### src/sv/batch_norm_inference_macros.svh
// ----------------------------------------------------------------------------
// Assertion macros for the batch normalization block.
// They expect clk and arst_n in scope.
// ----------------------------------------------------------------------------
`ifndef BATCH_NORM_INFERENCE_MACROS_SVH
`define BATCH_NORM_INFERENCE_MACROS_SVH

// Same-cycle implication, checked outside reset.
`define BN_ASSERT_NOW(lbl, ante, cons, msg) \
	lbl: assert property (@(posedge clk) disable iff (!arst_n) (ante) |-> (cons)) \
		else $error(msg);

// Next-cycle implication, checked outside reset.
`define BN_ASSERT_NEXT(lbl, ante, cons, msg) \
	lbl: assert property (@(posedge clk) disable iff (!arst_n) (ante) |=> (cons)) \
		else $error(msg);

`endif

### src/sv/bn_pkg.sv
// ----------------------------------------------------------------------------
// bn_pkg
// Shared types, constants and helpers of the batch normalization block.
// ----------------------------------------------------------------------------
`default_nettype none

package bn_pkg;

	localparam int unsigned MAX_CHANNELS_DEF = 1024;
	localparam int unsigned SQRT_STEPS       = 24;
	localparam int unsigned DIV_STEPS        = 48;
	localparam int unsigned CNT_W            = 6;

	localparam logic KIND_LOAD   = 1'b0;
	localparam logic KIND_SAMPLE = 1'b1;

	localparam logic signed [31:0] Q_MAX = 32'sh7FFF_FFFF;
	localparam logic signed [31:0] Q_MIN = 32'sh8000_0000;

	typedef enum logic [1:0] {
		CFG_PLANE_SIZE    = 2'd0,
		CFG_CHANNEL_COUNT = 2'd1,
		CFG_EPSILON       = 2'd2
	} bn_cfg_idx_t;

	typedef enum logic [3:0] {
		S_IDLE,
		S_LOAD_SQRT,
		S_LOAD_PREP,
		S_LOAD_DIV,
		S_LOAD_GAIN,
		S_LOAD_MUL,
		S_LOAD_WR,
		S_SAMP_RD,
		S_SAMP_MUL,
		S_SAMP_ADD
	} bn_state_t;

	typedef struct packed {
		logic capture;
		logic sqrt_step;
		logic div_init;
		logic div_step;
		logic gain_set;
		logic mul_en;
		logic wr_en;
		logic rd_en;
		logic pos_advance;
		logic out_load;
	} bn_cmd_t;

	// Saturate a 49-bit signed sum to 32 bits.
	function automatic logic signed [31:0] sat32(input logic signed [48:0] v);
		logic signed [48:0] hi;
		logic signed [48:0] lo;
		hi = 49'(Q_MAX);
		lo = 49'(Q_MIN);
		if (v > hi)
			return Q_MAX;
		else if (v < lo)
			return Q_MIN;
		else
			return v[31:0];
	endfunction

endpackage

`default_nettype wire

### src/sv/bn_ctrl.sv
// ----------------------------------------------------------------------------
// bn_ctrl
// Sequencer: steps loads through root, divide and multiply, and samples
// through read, multiply and add; owns the result valid flag.
// ----------------------------------------------------------------------------
`default_nettype none
`include "batch_norm_inference_macros.svh"

module bn_ctrl (
	input  wire logic            clk,
	input  wire logic            arst_n,
	input  wire logic            in_valid,
	input  wire logic            in_kind,
	output      logic            in_ready,
	input  wire logic            out_ready,
	output      logic            out_valid,
	output      bn_pkg::bn_cmd_t cmd
);

	import bn_pkg::*;

	bn_state_t        state_q, state_d;
	logic [CNT_W-1:0] cnt_q;
	logic             out_valid_q;
	logic             out_free;

	assign out_free = !out_valid_q || out_ready;

	always_comb begin
		state_d = state_q;
		unique case (state_q)
			S_IDLE: begin
				if (in_valid)
					state_d = (in_kind == KIND_SAMPLE) ? S_SAMP_RD : S_LOAD_SQRT;
			end
			S_LOAD_SQRT: begin
				if (cnt_q == CNT_W'(SQRT_STEPS - 1))
					state_d = S_LOAD_PREP;
			end
			S_LOAD_PREP: state_d = S_LOAD_DIV;
			S_LOAD_DIV: begin
				if (cnt_q == CNT_W'(DIV_STEPS - 1))
					state_d = S_LOAD_GAIN;
			end
			S_LOAD_GAIN: state_d = S_LOAD_MUL;
			S_LOAD_MUL:  state_d = S_LOAD_WR;
			S_LOAD_WR:   state_d = S_IDLE;
			S_SAMP_RD:   state_d = S_SAMP_MUL;
			S_SAMP_MUL:  state_d = S_SAMP_ADD;
			S_SAMP_ADD: begin
				if (out_free)
					state_d = S_IDLE;
			end
			default: state_d = S_IDLE;
		endcase
	end

	always_comb begin
		cmd             = '0;
		in_ready        = 1'b0;
		unique case (state_q)
			S_IDLE: begin
				in_ready    = 1'b1;
				cmd.capture = in_valid;
			end
			S_LOAD_SQRT: cmd.sqrt_step = 1'b1;
			S_LOAD_PREP: cmd.div_init  = 1'b1;
			S_LOAD_DIV:  cmd.div_step  = 1'b1;
			S_LOAD_GAIN: cmd.gain_set  = 1'b1;
			S_LOAD_MUL:  cmd.mul_en    = 1'b1;
			S_LOAD_WR:   cmd.wr_en     = 1'b1;
			S_SAMP_RD: begin
				cmd.rd_en       = 1'b1;
				cmd.pos_advance = 1'b1;
			end
			S_SAMP_MUL: cmd.mul_en   = 1'b1;
			S_SAMP_ADD: cmd.out_load = out_free;
			default: ;
		endcase
	end

	always_ff @(posedge clk or negedge arst_n) begin
		if (!arst_n) begin
			state_q     <= S_IDLE;
			cnt_q       <= '0;
			out_valid_q <= 1'b0;
		end else begin
			state_q <= state_d;
			if (state_d != state_q)
				cnt_q <= '0;
			else
				cnt_q <= cnt_q + 1'b1;
			if (cmd.out_load)
				out_valid_q <= 1'b1;
			else if (out_ready)
				out_valid_q <= 1'b0;
		end
	end

	assign out_valid = out_valid_q;

	`BN_ASSERT_NEXT(a_sample_reads, in_valid && state_q == S_IDLE && in_kind == KIND_SAMPLE, state_q == S_SAMP_RD, "sample did not start with a read")
	`BN_ASSERT_NOW(a_div_count, $rose(state_q == S_LOAD_DIV), cnt_q == '0, "divide entered with stale count")
	`BN_ASSERT_NOW(a_result_src, $rose(out_valid_q), $past(state_q) == S_SAMP_ADD, "result raised outside the add step")

endmodule

`default_nettype wire

### config.mk
export PLATFORM = sky130hd
export DESIGN_NAME = bn_ctrl
export DESIGN_NICKNAME = d
export VERILOG_FILES = /design/src/sv/bn_pkg.sv /design/src/sv/bn_ctrl.sv
export VERILOG_INCLUDE_DIRS = /design/src /design/src/sv
export SDC_FILE = /design/constraint.sdc
export NUM_CORES = 1
export LEC_CHECK = 0
export BUFFER_PORTS_ARGS = -buffer_cell sky130_fd_sc_hd__buf_4
export CORE_MARGIN = 3
export CORE_UTILIZATION = 40
export CTS_BUF_LIST = sky130_fd_sc_hd__clkbuf_4 sky130_fd_sc_hd__clkbuf_8
export CTS_CLUSTER_SIZE = 25
export DETAILED_ROUTE_END_ITERATION = 10
export GPL_ROUTABILITY_DRIVEN = 0
export PLACE_DENSITY_LB_ADDON = 0.2
export SYNTH_ARGS = -nofsm -noshare
export SYNTH_HDL_FRONTEND = slang
export SYNTH_SLANG_ARGS = --single-unit
### constraint.sdc
create_clock -name clk -period 1.8 [get_ports clk]
set_input_delay 0.09 -clock clk [delete_from_list [all_inputs] [get_ports clk]]
set_output_delay 0.09 -clock clk [all_outputs]
set_load 0.02 [all_outputs]
==> results.py, run 1 <==
metrics = {
    "outcome": {
        "status": "completed",
    },
    "cells_and_area": {
        "num_antenna_cells": 0,
        "areaGrowthSynthToFinish_pct": 29.52,
        "fillers": 172,
        "final_layout_size_suffix_gt1_share_pct": 34.91,
        "utilization_pct": 55.99,
        "final_net_count": 113,
    },
    "worst_setup_path": {
        "r2r_end": "cnt_q[2]",
        "cp.required_ns": 1.94,
        "crit_end": "cnt_q[2]",
        "startpoint": "state_q[0]",
        "cp_max_fo": 6,
        "r2r_start": "state_q[0]",
        "ff2ff_path_depth": 4,
        "critPathLaunchType": "flip-flop",
        "reg2reg_setup_slack_ns": 0.15,
        "cp-end-kind": "flip-flop",
        "setup.worst_path.class": "reg2reg",
        "critPathArrivalTime_ns": 1.79,
    },
    "sta": {
        "fin_crit_sh_pct": 91.79,
        "finalSetupViolations": 0,
        "slew_headroom_pct": 75.43,
        "drv_slew": 0,
        "rsz0062_at_grt": "no",
        "finClkSkew_ns": 0.0005898,
        "period_minus_slack_ns": 1.652,
        "hold_viol_final": 0,
        "tightestPinTransition_ns": 0.3685,
        "fin_setup_tns_ns": 0,
        "max_clock_freq_ghz": 0.6052,
    },
    "flow_run": {
        "max_cap_viol_count": 0,
    },
    "synth": {
        "ys_ff_latch": 11,
        "synthesis.nets": 89,
        "synth_area_um2": 754.5,
        "synth_area_leaders": "dfrtp_1 (36%), nor3_1 (6.0%), nor2_1 (5.0%)",
        "yosys.area.top_type": "dfrtp_1",
        "ys_types": 35,
        "yosysSeqAreaShare_pct": 36.48,
        "avgSynthCellArea_um2": 9.090,
        "synthCells": 83,
        "synth_top_area_share_pct": 36.48,
        "yosysWarnings": 0,
    },
    "floorplan": {
        "io_pins": 17,
        "fp.dieH_um": 49.43,
        "fp-row-count": 15,
        "dieArea_mm2": 0.002443,
        "fp.dieW_um": 49.43,
        "core_area_mm2": 0.001745,
        "initial_utilization_pct": 43.23,
    },
    "clocking": {
        "clk_path_buf_depth": 2,
        "postCtsSetupRepairBufs": 0,
        "htreeDepth": 1,
        "clkTransAtPathRegs_ns": 0.07,
        "cts_buffers": 3,
        "cts_root_buf": "clkbuf_4",
        "cts.sinks": 11,
        "cts_tree": "yes",
        "insertion_delay_ns": 0.26,
    },
    "grt": {
        "grt_pass1_wl_um": 2856,
        "grtUsageTotal_pct": 15.19,
        "globalRoute.totalOverflow": 0,
        "antenna_found_initial": 0,
        "grt_max_degree": 14,
        "grt_pass1_vias": 666,
    },
    "route": {
        "routed_wl_um": 1599,
        "num_vias": 665,
        "firstDrtPassIters": 4,
        "drt_iter0_markers": 5,
        "vias_per_cell": 5.076,
        "remaining_drc_errors": 0,
        "ant_nets": 0,
        "routedWlPerCell_um": 12.21,
    },
    "power": {
        "power.density_mw_per_mm2": 1313,
        "peakVddDrop_mv": 0.6813,
        "p_leak_nw": 0.4221,
    },
    "min_path": {
        "hp-start": "out_ready",
        "min-delay-path-class": "in2reg",
    },
    "placed_design": {
        "port_buffers": 16,
        "dp_hpwl_um": 1235,
    },
}
-- worst min path at each step --
stage	end	slack [ns]	cells after the start
6_report	out_valid	0.11	3
5_1_grt	out_valid	0.13	3
4_1_cts	out_valid	0.1	3
3_5_place_dp	state_q[1]	-0.07	1
3_3_place_gp	state_q[1]	-0.07	1
2_1_floorplan	cnt_q[0]	-0.21	0
-- metrics by stage --
step                instances  total power [mW]  instance area [µm²]  hold WS [ns]  worst slack, ns
finish                    131             1.283                977.2        0.1064           0.1477
global route              131             1.387                977.2        0.1309          0.01998
CTS                       131             1.286                974.7       0.09962         0.009056
detailed placement        126             1.100                934.6      -0.06983          0.03017
global placement          126             1.095                934.6      -0.07204          0.07030
floorplan                  83            0.8639                754.5       -0.2056          0.03251
-- cell families after synthesis --
family,Yosys count,synth area share [%]
xor+xnor,4,4.644
fa+ha+maj,1,1.658
buf+inv,7,4.146
compound gates,13,16.42
simple gates,47,36.65
flops,11,36.48
-- metal layers --
metal  part of all wire [%]  up-vias  GRT usage [%]
met4                    2.0        0          8.295
met2                     46       12          24.33
li1                       -      344              -
met1                     49      305          19.20
met3                    3.6        4          2.752
met5                      0        -              0
-- sequential cells by signal, summed over array words and instances, names as in the netlist --
signal	count
out_valid	1
cnt_q	6
state_q	4
-- cells in the final DEF (no fill, tap or decap), types with 2 or more instances in the layout --
cell type,instances
nor2_1,10
dfrtp_1,11
clkbuf_4,4
nand3b_1,2
buf_4,23
a21oi_1,4
nand3_1,2
xor2_1,2
nor3_1,9
nand2_1,8
nand2b_1,4
inv_1,2
xnor2_1,2
nor4_1,2
-- repair_timing --
item,CTS,global route
hold buffers,1,0
gates resized for setup,0,1
endpoints found under the setup margin,0,6
hold endpoints to repair,11,0
-- power breakdown --
group          switching, mW  internal [mW]  leakage, nW
clock network         0.0810          0.101       0.0184
registers             0.0673          0.299        0.145
logic                  0.395          0.340        0.259
total                  0.543          0.740        0.422
-- final cells by class --
class                      count  area, µm²  area share (%)
timing repair buffer          24      182.7           18.69
clock buffer                   4      30.03           3.073
tap                           25      31.28           3.201
multi-input combinational     65      450.4           46.09
sequential                    11      275.3           28.17
inverter                       2      7.507          0.7682
-- cells in the mapped netlist --
| cell type | n |
|---|---|
| o21ai_0 | 1 |
| or3_4 | 1 |
| nor2_1 | 10 |
| a31oi_1 | 1 |
| or2_2 | 1 |
| nor2_2 | 1 |
| xor2_1 | 2 |
| and4bb_2 | 1 |
| ha_1 | 1 |
| and3_1 | 1 |
| nand3_1 | 2 |
| clkbuf_1 | 3 |
| a211oi_1 | 1 |
| o31ai_1 | 1 |
| nand2b_1 | 4 |
| a2bb2oi_4 | 1 |
| buf_4 | 1 |
| a21oi_1 | 4 |
| nor3b_2 | 1 |
| buf_2 | 1 |
| nor3_1 | 9 |
| and2_1 | 1 |
| nor3b_1 | 1 |
| nor4_1 | 2 |
| xnor2_1 | 2 |
| nand3b_1 | 2 |
| or3b_4 | 1 |
| nand2_1 | 8 |
| o22a_1 | 1 |
| a21boi_0 | 1 |
| inv_1 | 2 |
| o311ai_0 | 1 |
| nor4_4 | 1 |
| a311oi_4 | 1 |
| dfrtp_1 | 11 |
-- worst max-delay path, cell delays in order (launching register included) --
cell       delay (ns)
dfrtp_1          0.43
or3b_4           0.44
nor4_4           0.31
a2bb2oi_4        0.24
nor3_1           0.09
Note: power is estimated with default switching activity, not from simulation.
==> run 2, diff against run 1 <==
--- a/config.mk
+++ b/config.mk
@@ -7,8 +7,11 @@
 export NUM_CORES = 1
 export LEC_CHECK = 0
 export BUFFER_PORTS_ARGS = -buffer_cell sky130_fd_sc_hd__buf_4
+export CAP_MARGIN = 40
+export CELL_PAD_IN_SITES_DETAIL_PLACEMENT = 1
+export CELL_PAD_IN_SITES_GLOBAL_PLACEMENT = 1
 export CORE_MARGIN = 3
-export CORE_UTILIZATION = 40
+export CORE_UTILIZATION = 37
 export CTS_BUF_LIST = sky130_fd_sc_hd__clkbuf_4 sky130_fd_sc_hd__clkbuf_8
 export CTS_CLUSTER_SIZE = 25
 export DETAILED_ROUTE_END_ITERATION = 10
==> run 2 against run 1 <==
  * Sequential cell count did not move
  * Sequential share of layout area fell by 0.70 points
  * Final cell count rose by 1.5%
  * Worst setup slack got worse by 0.13 ns
  * Clock skew rose by 0.0055 ns
  * First-iteration DRC count rose by 20%
  * Via count rose by 12%
  * Register-to-register slack got worse by 0.13 ns
  * Die area rose by 7.1%
  * Final area rose by 2.6%
  * Worst hold slack got worse by 0.0067 ns
  * Utilization fell by 0.93 points
  * Critical path type unchanged
  * Critical endpoint unchanged
  * Largest cell class unchanged
  * Largest power group unchanged
  * Highest routed layer unchanged
==> results.py, run 2 (synthesis results as in run 1) <==
metrics = {
    "power": {
        "power.density_mw_per_mm2": 1353,
        "p_leak_nw": 0.4357,
        "peakVddDrop_mv": 0.7086,
    },
    "worst_setup_path": {
        "cp_slowest_cell": "a311oi_4",
        "cp.required_ns": 1.93,
        "r2r_end": "cnt_q[2]",
        "ff2ff_path_depth": 5,
        "critPathLaunchType": "flip-flop",
        "cp-end-kind": "flip-flop",
        "crit_chain": "ha_2 > nand3_1 > or3_4 > a311oi_4 > nor3_1",
        "r2r_start": "cnt_q[1]",
        "setup.worst_path.class": "reg2reg",
        "critPathArrivalTime_ns": 1.92,
        "cp_max_fo": 6,
        "worst_path_largest_cell_delay_ns": 0.47,
        "reg2reg_setup_slack_ns": 0.01,
    },
    "sta": {
        "fin_setup_tns_ns": 0,
        "hold_viol_final": 0,
        "max_clock_freq_ghz": 0.5602,
        "tightestPinTransition_ns": 0.4231,
        "fin_crit_sh_pct": 99.17,
        "period_minus_slack_ns": 1.785,
        "finalSetupViolations": 0,
        "slew_headroom_pct": 71.58,
        "drv_slew": 0,
        "finClkSkew_ns": 0.006066,
    },
    "clocking": {
        "cts.sinks": 11,
        "clkTransAtPathRegs_ns": 0.08,
        "cts_root_buf": "clkbuf_4",
        "insertion_delay_ns": 0.27,
        "cts_buffers": 3,
        "clk_path_buf_depth": 2,
        "htreeDepth": 1,
        "cts_tree": "yes",
    },
    "cells_and_area": {
        "utilization_pct": 55.05,
        "final_net_count": 115,
        "areaGrowthSynthToFinish_pct": 32.84,
        "num_antenna_cells": 0,
        "largest_reg_flops": 6,
        "fillers": 219,
        "final_layout_size_suffix_gt1_share_pct": 37.96,
        "regMostFlops": "cnt_q",
        "final_cell_mix": "buf_4 (25), dfrtp_1 (11), nor2_1 (10)",
        "mostFrequentLayoutCell": "buf_4",
    },
    "floorplan": {
        "core_area_mm2": 0.001821,
        "fp-row-count": 15,
        "io_pins": 17,
        "dieArea_mm2": 0.002617,
        "initial_utilization_pct": 41.44,
        "fp.dieH_um": 51.16,
        "fp.dieW_um": 51.16,
    },
    "grt": {
        "grt_pass1_vias": 783,
        "grtUsageTotal_pct": 18.62,
        "antenna_found_initial": 0,
        "grt_pass1_wl_um": 3615,
        "globalRoute.totalOverflow": 0,
        "grt_max_degree": 16,
    },
    "min_path": {
        "min_to": "out_valid",
        "hp-start": "out_ready",
        "min-delay-path-class": "in2reg",
        "hold_depth": 3,
    },
    "route": {
        "num_vias": 744,
        "ant_nets": 0,
        "remaining_drc_errors": 0,
        "routedWlPerCell_um": 16.91,
        "drt_iter0_markers": 6,
        "routed_wl_um": 2249,
        "firstDrtPassIters": 4,
        "vias_per_cell": 5.594,
    },
    "placed_design": {
        "port_buffers": 16,
        "dp_hpwl_um": 1718,
    },
    "flow_run": {
        "max_cap_viol_count": 0,
    },
    "outcome": {
        "status": "completed",
    },
}
==> run 2: cell count changes in the layout (fill, tap and decap cells not counted) <==
cell | before | now
buf_4 | 23 | 25
nor3_1 | 9 | 7
nor3_2 | 0 | 2
==> run 2: area by class of cell <==
type                       instances  area [µm²]  share of cell area, %
clock buffer                       4       30.03                  2.996
inverter                           2       7.507                 0.7491
multi-input combinational         65       460.4                  45.94
sequential                        11       275.3                  27.47
tap                               25       31.28                  3.121
timing repair buffer              26       197.7                  19.73
==> run 2: timing repair <==
action | 4_1_cts | 5_1_grt
gates resized for setup | 0 | 3
setup endpoints to repair | 2 | 2
gates cloned | 0 | 0
hold endpoints to repair | 11 | 0
hold buffers | 1 | 0
buffers inserted | 0 | 2
pin swaps | 1 | 2
==> run 2: per-layer routing <==
metal | up-vias | wire length, µm | track usage, %
met1 | 377 | 920 | 21.16
met4 | 0 | 23 | 1.345
met2 | 16 | 1212 | 35.19
met5 | - | 0 | 0
li1 | 349 | - | -
met3 | 2 | 93 | 5.539
==> run 2: stage by stage <==
step	power, mW	setup WS, ns	hold slack (ns)	instances	cell area, µm²
after floorplan	0.8639	0.03251	-0.2056	83	754.5
after global placement	1.099	0.07756	-0.06704	126	934.6
after detailed placement	1.133	-0.01501	-0.06338	126	934.6
after CTS	1.328	0.05599	0.1036	131	974.7
after global routing	1.444	-0.05380	0.1314	133	1002
final	1.356	0.01489	0.09973	133	1002
==> run 2: how the worst max path moves through the flow <==
stage	start	end	slack [ns]	cells past startpoint
global placement	cnt_q[0]	cnt_q[3]	0.08	5
global route	cnt_q[1]	cnt_q[2]	-0.05	5
CTS	cnt_q[0]	cnt_q[3]	0.06	5
detailed placement	cnt_q[0]	cnt_q[3]	-0.02	5
floorplan	state_q[2]	cmd[9]	0.03	3
finish	cnt_q[1]	cnt_q[2]	0.01	5
==> run 2: worst max-delay path, delay by kind of cell (launching register included) <==
family                     cells  cell delay, ns
AOI/OAI and AO/OA              1            0.47
and+or+nand+nor                3            0.59
adders and majority gates      1            0.21
DFF                            1            0.36
==> run 2: where the power goes <==
part,switching (mW),internal [mW],leakage [nW],total [mW]
Sequential,0.0599,0.299,0.145,0.359
Clock,0.0887,0.101,0.0184,0.190
Combinational,0.457,0.351,0.272,0.807
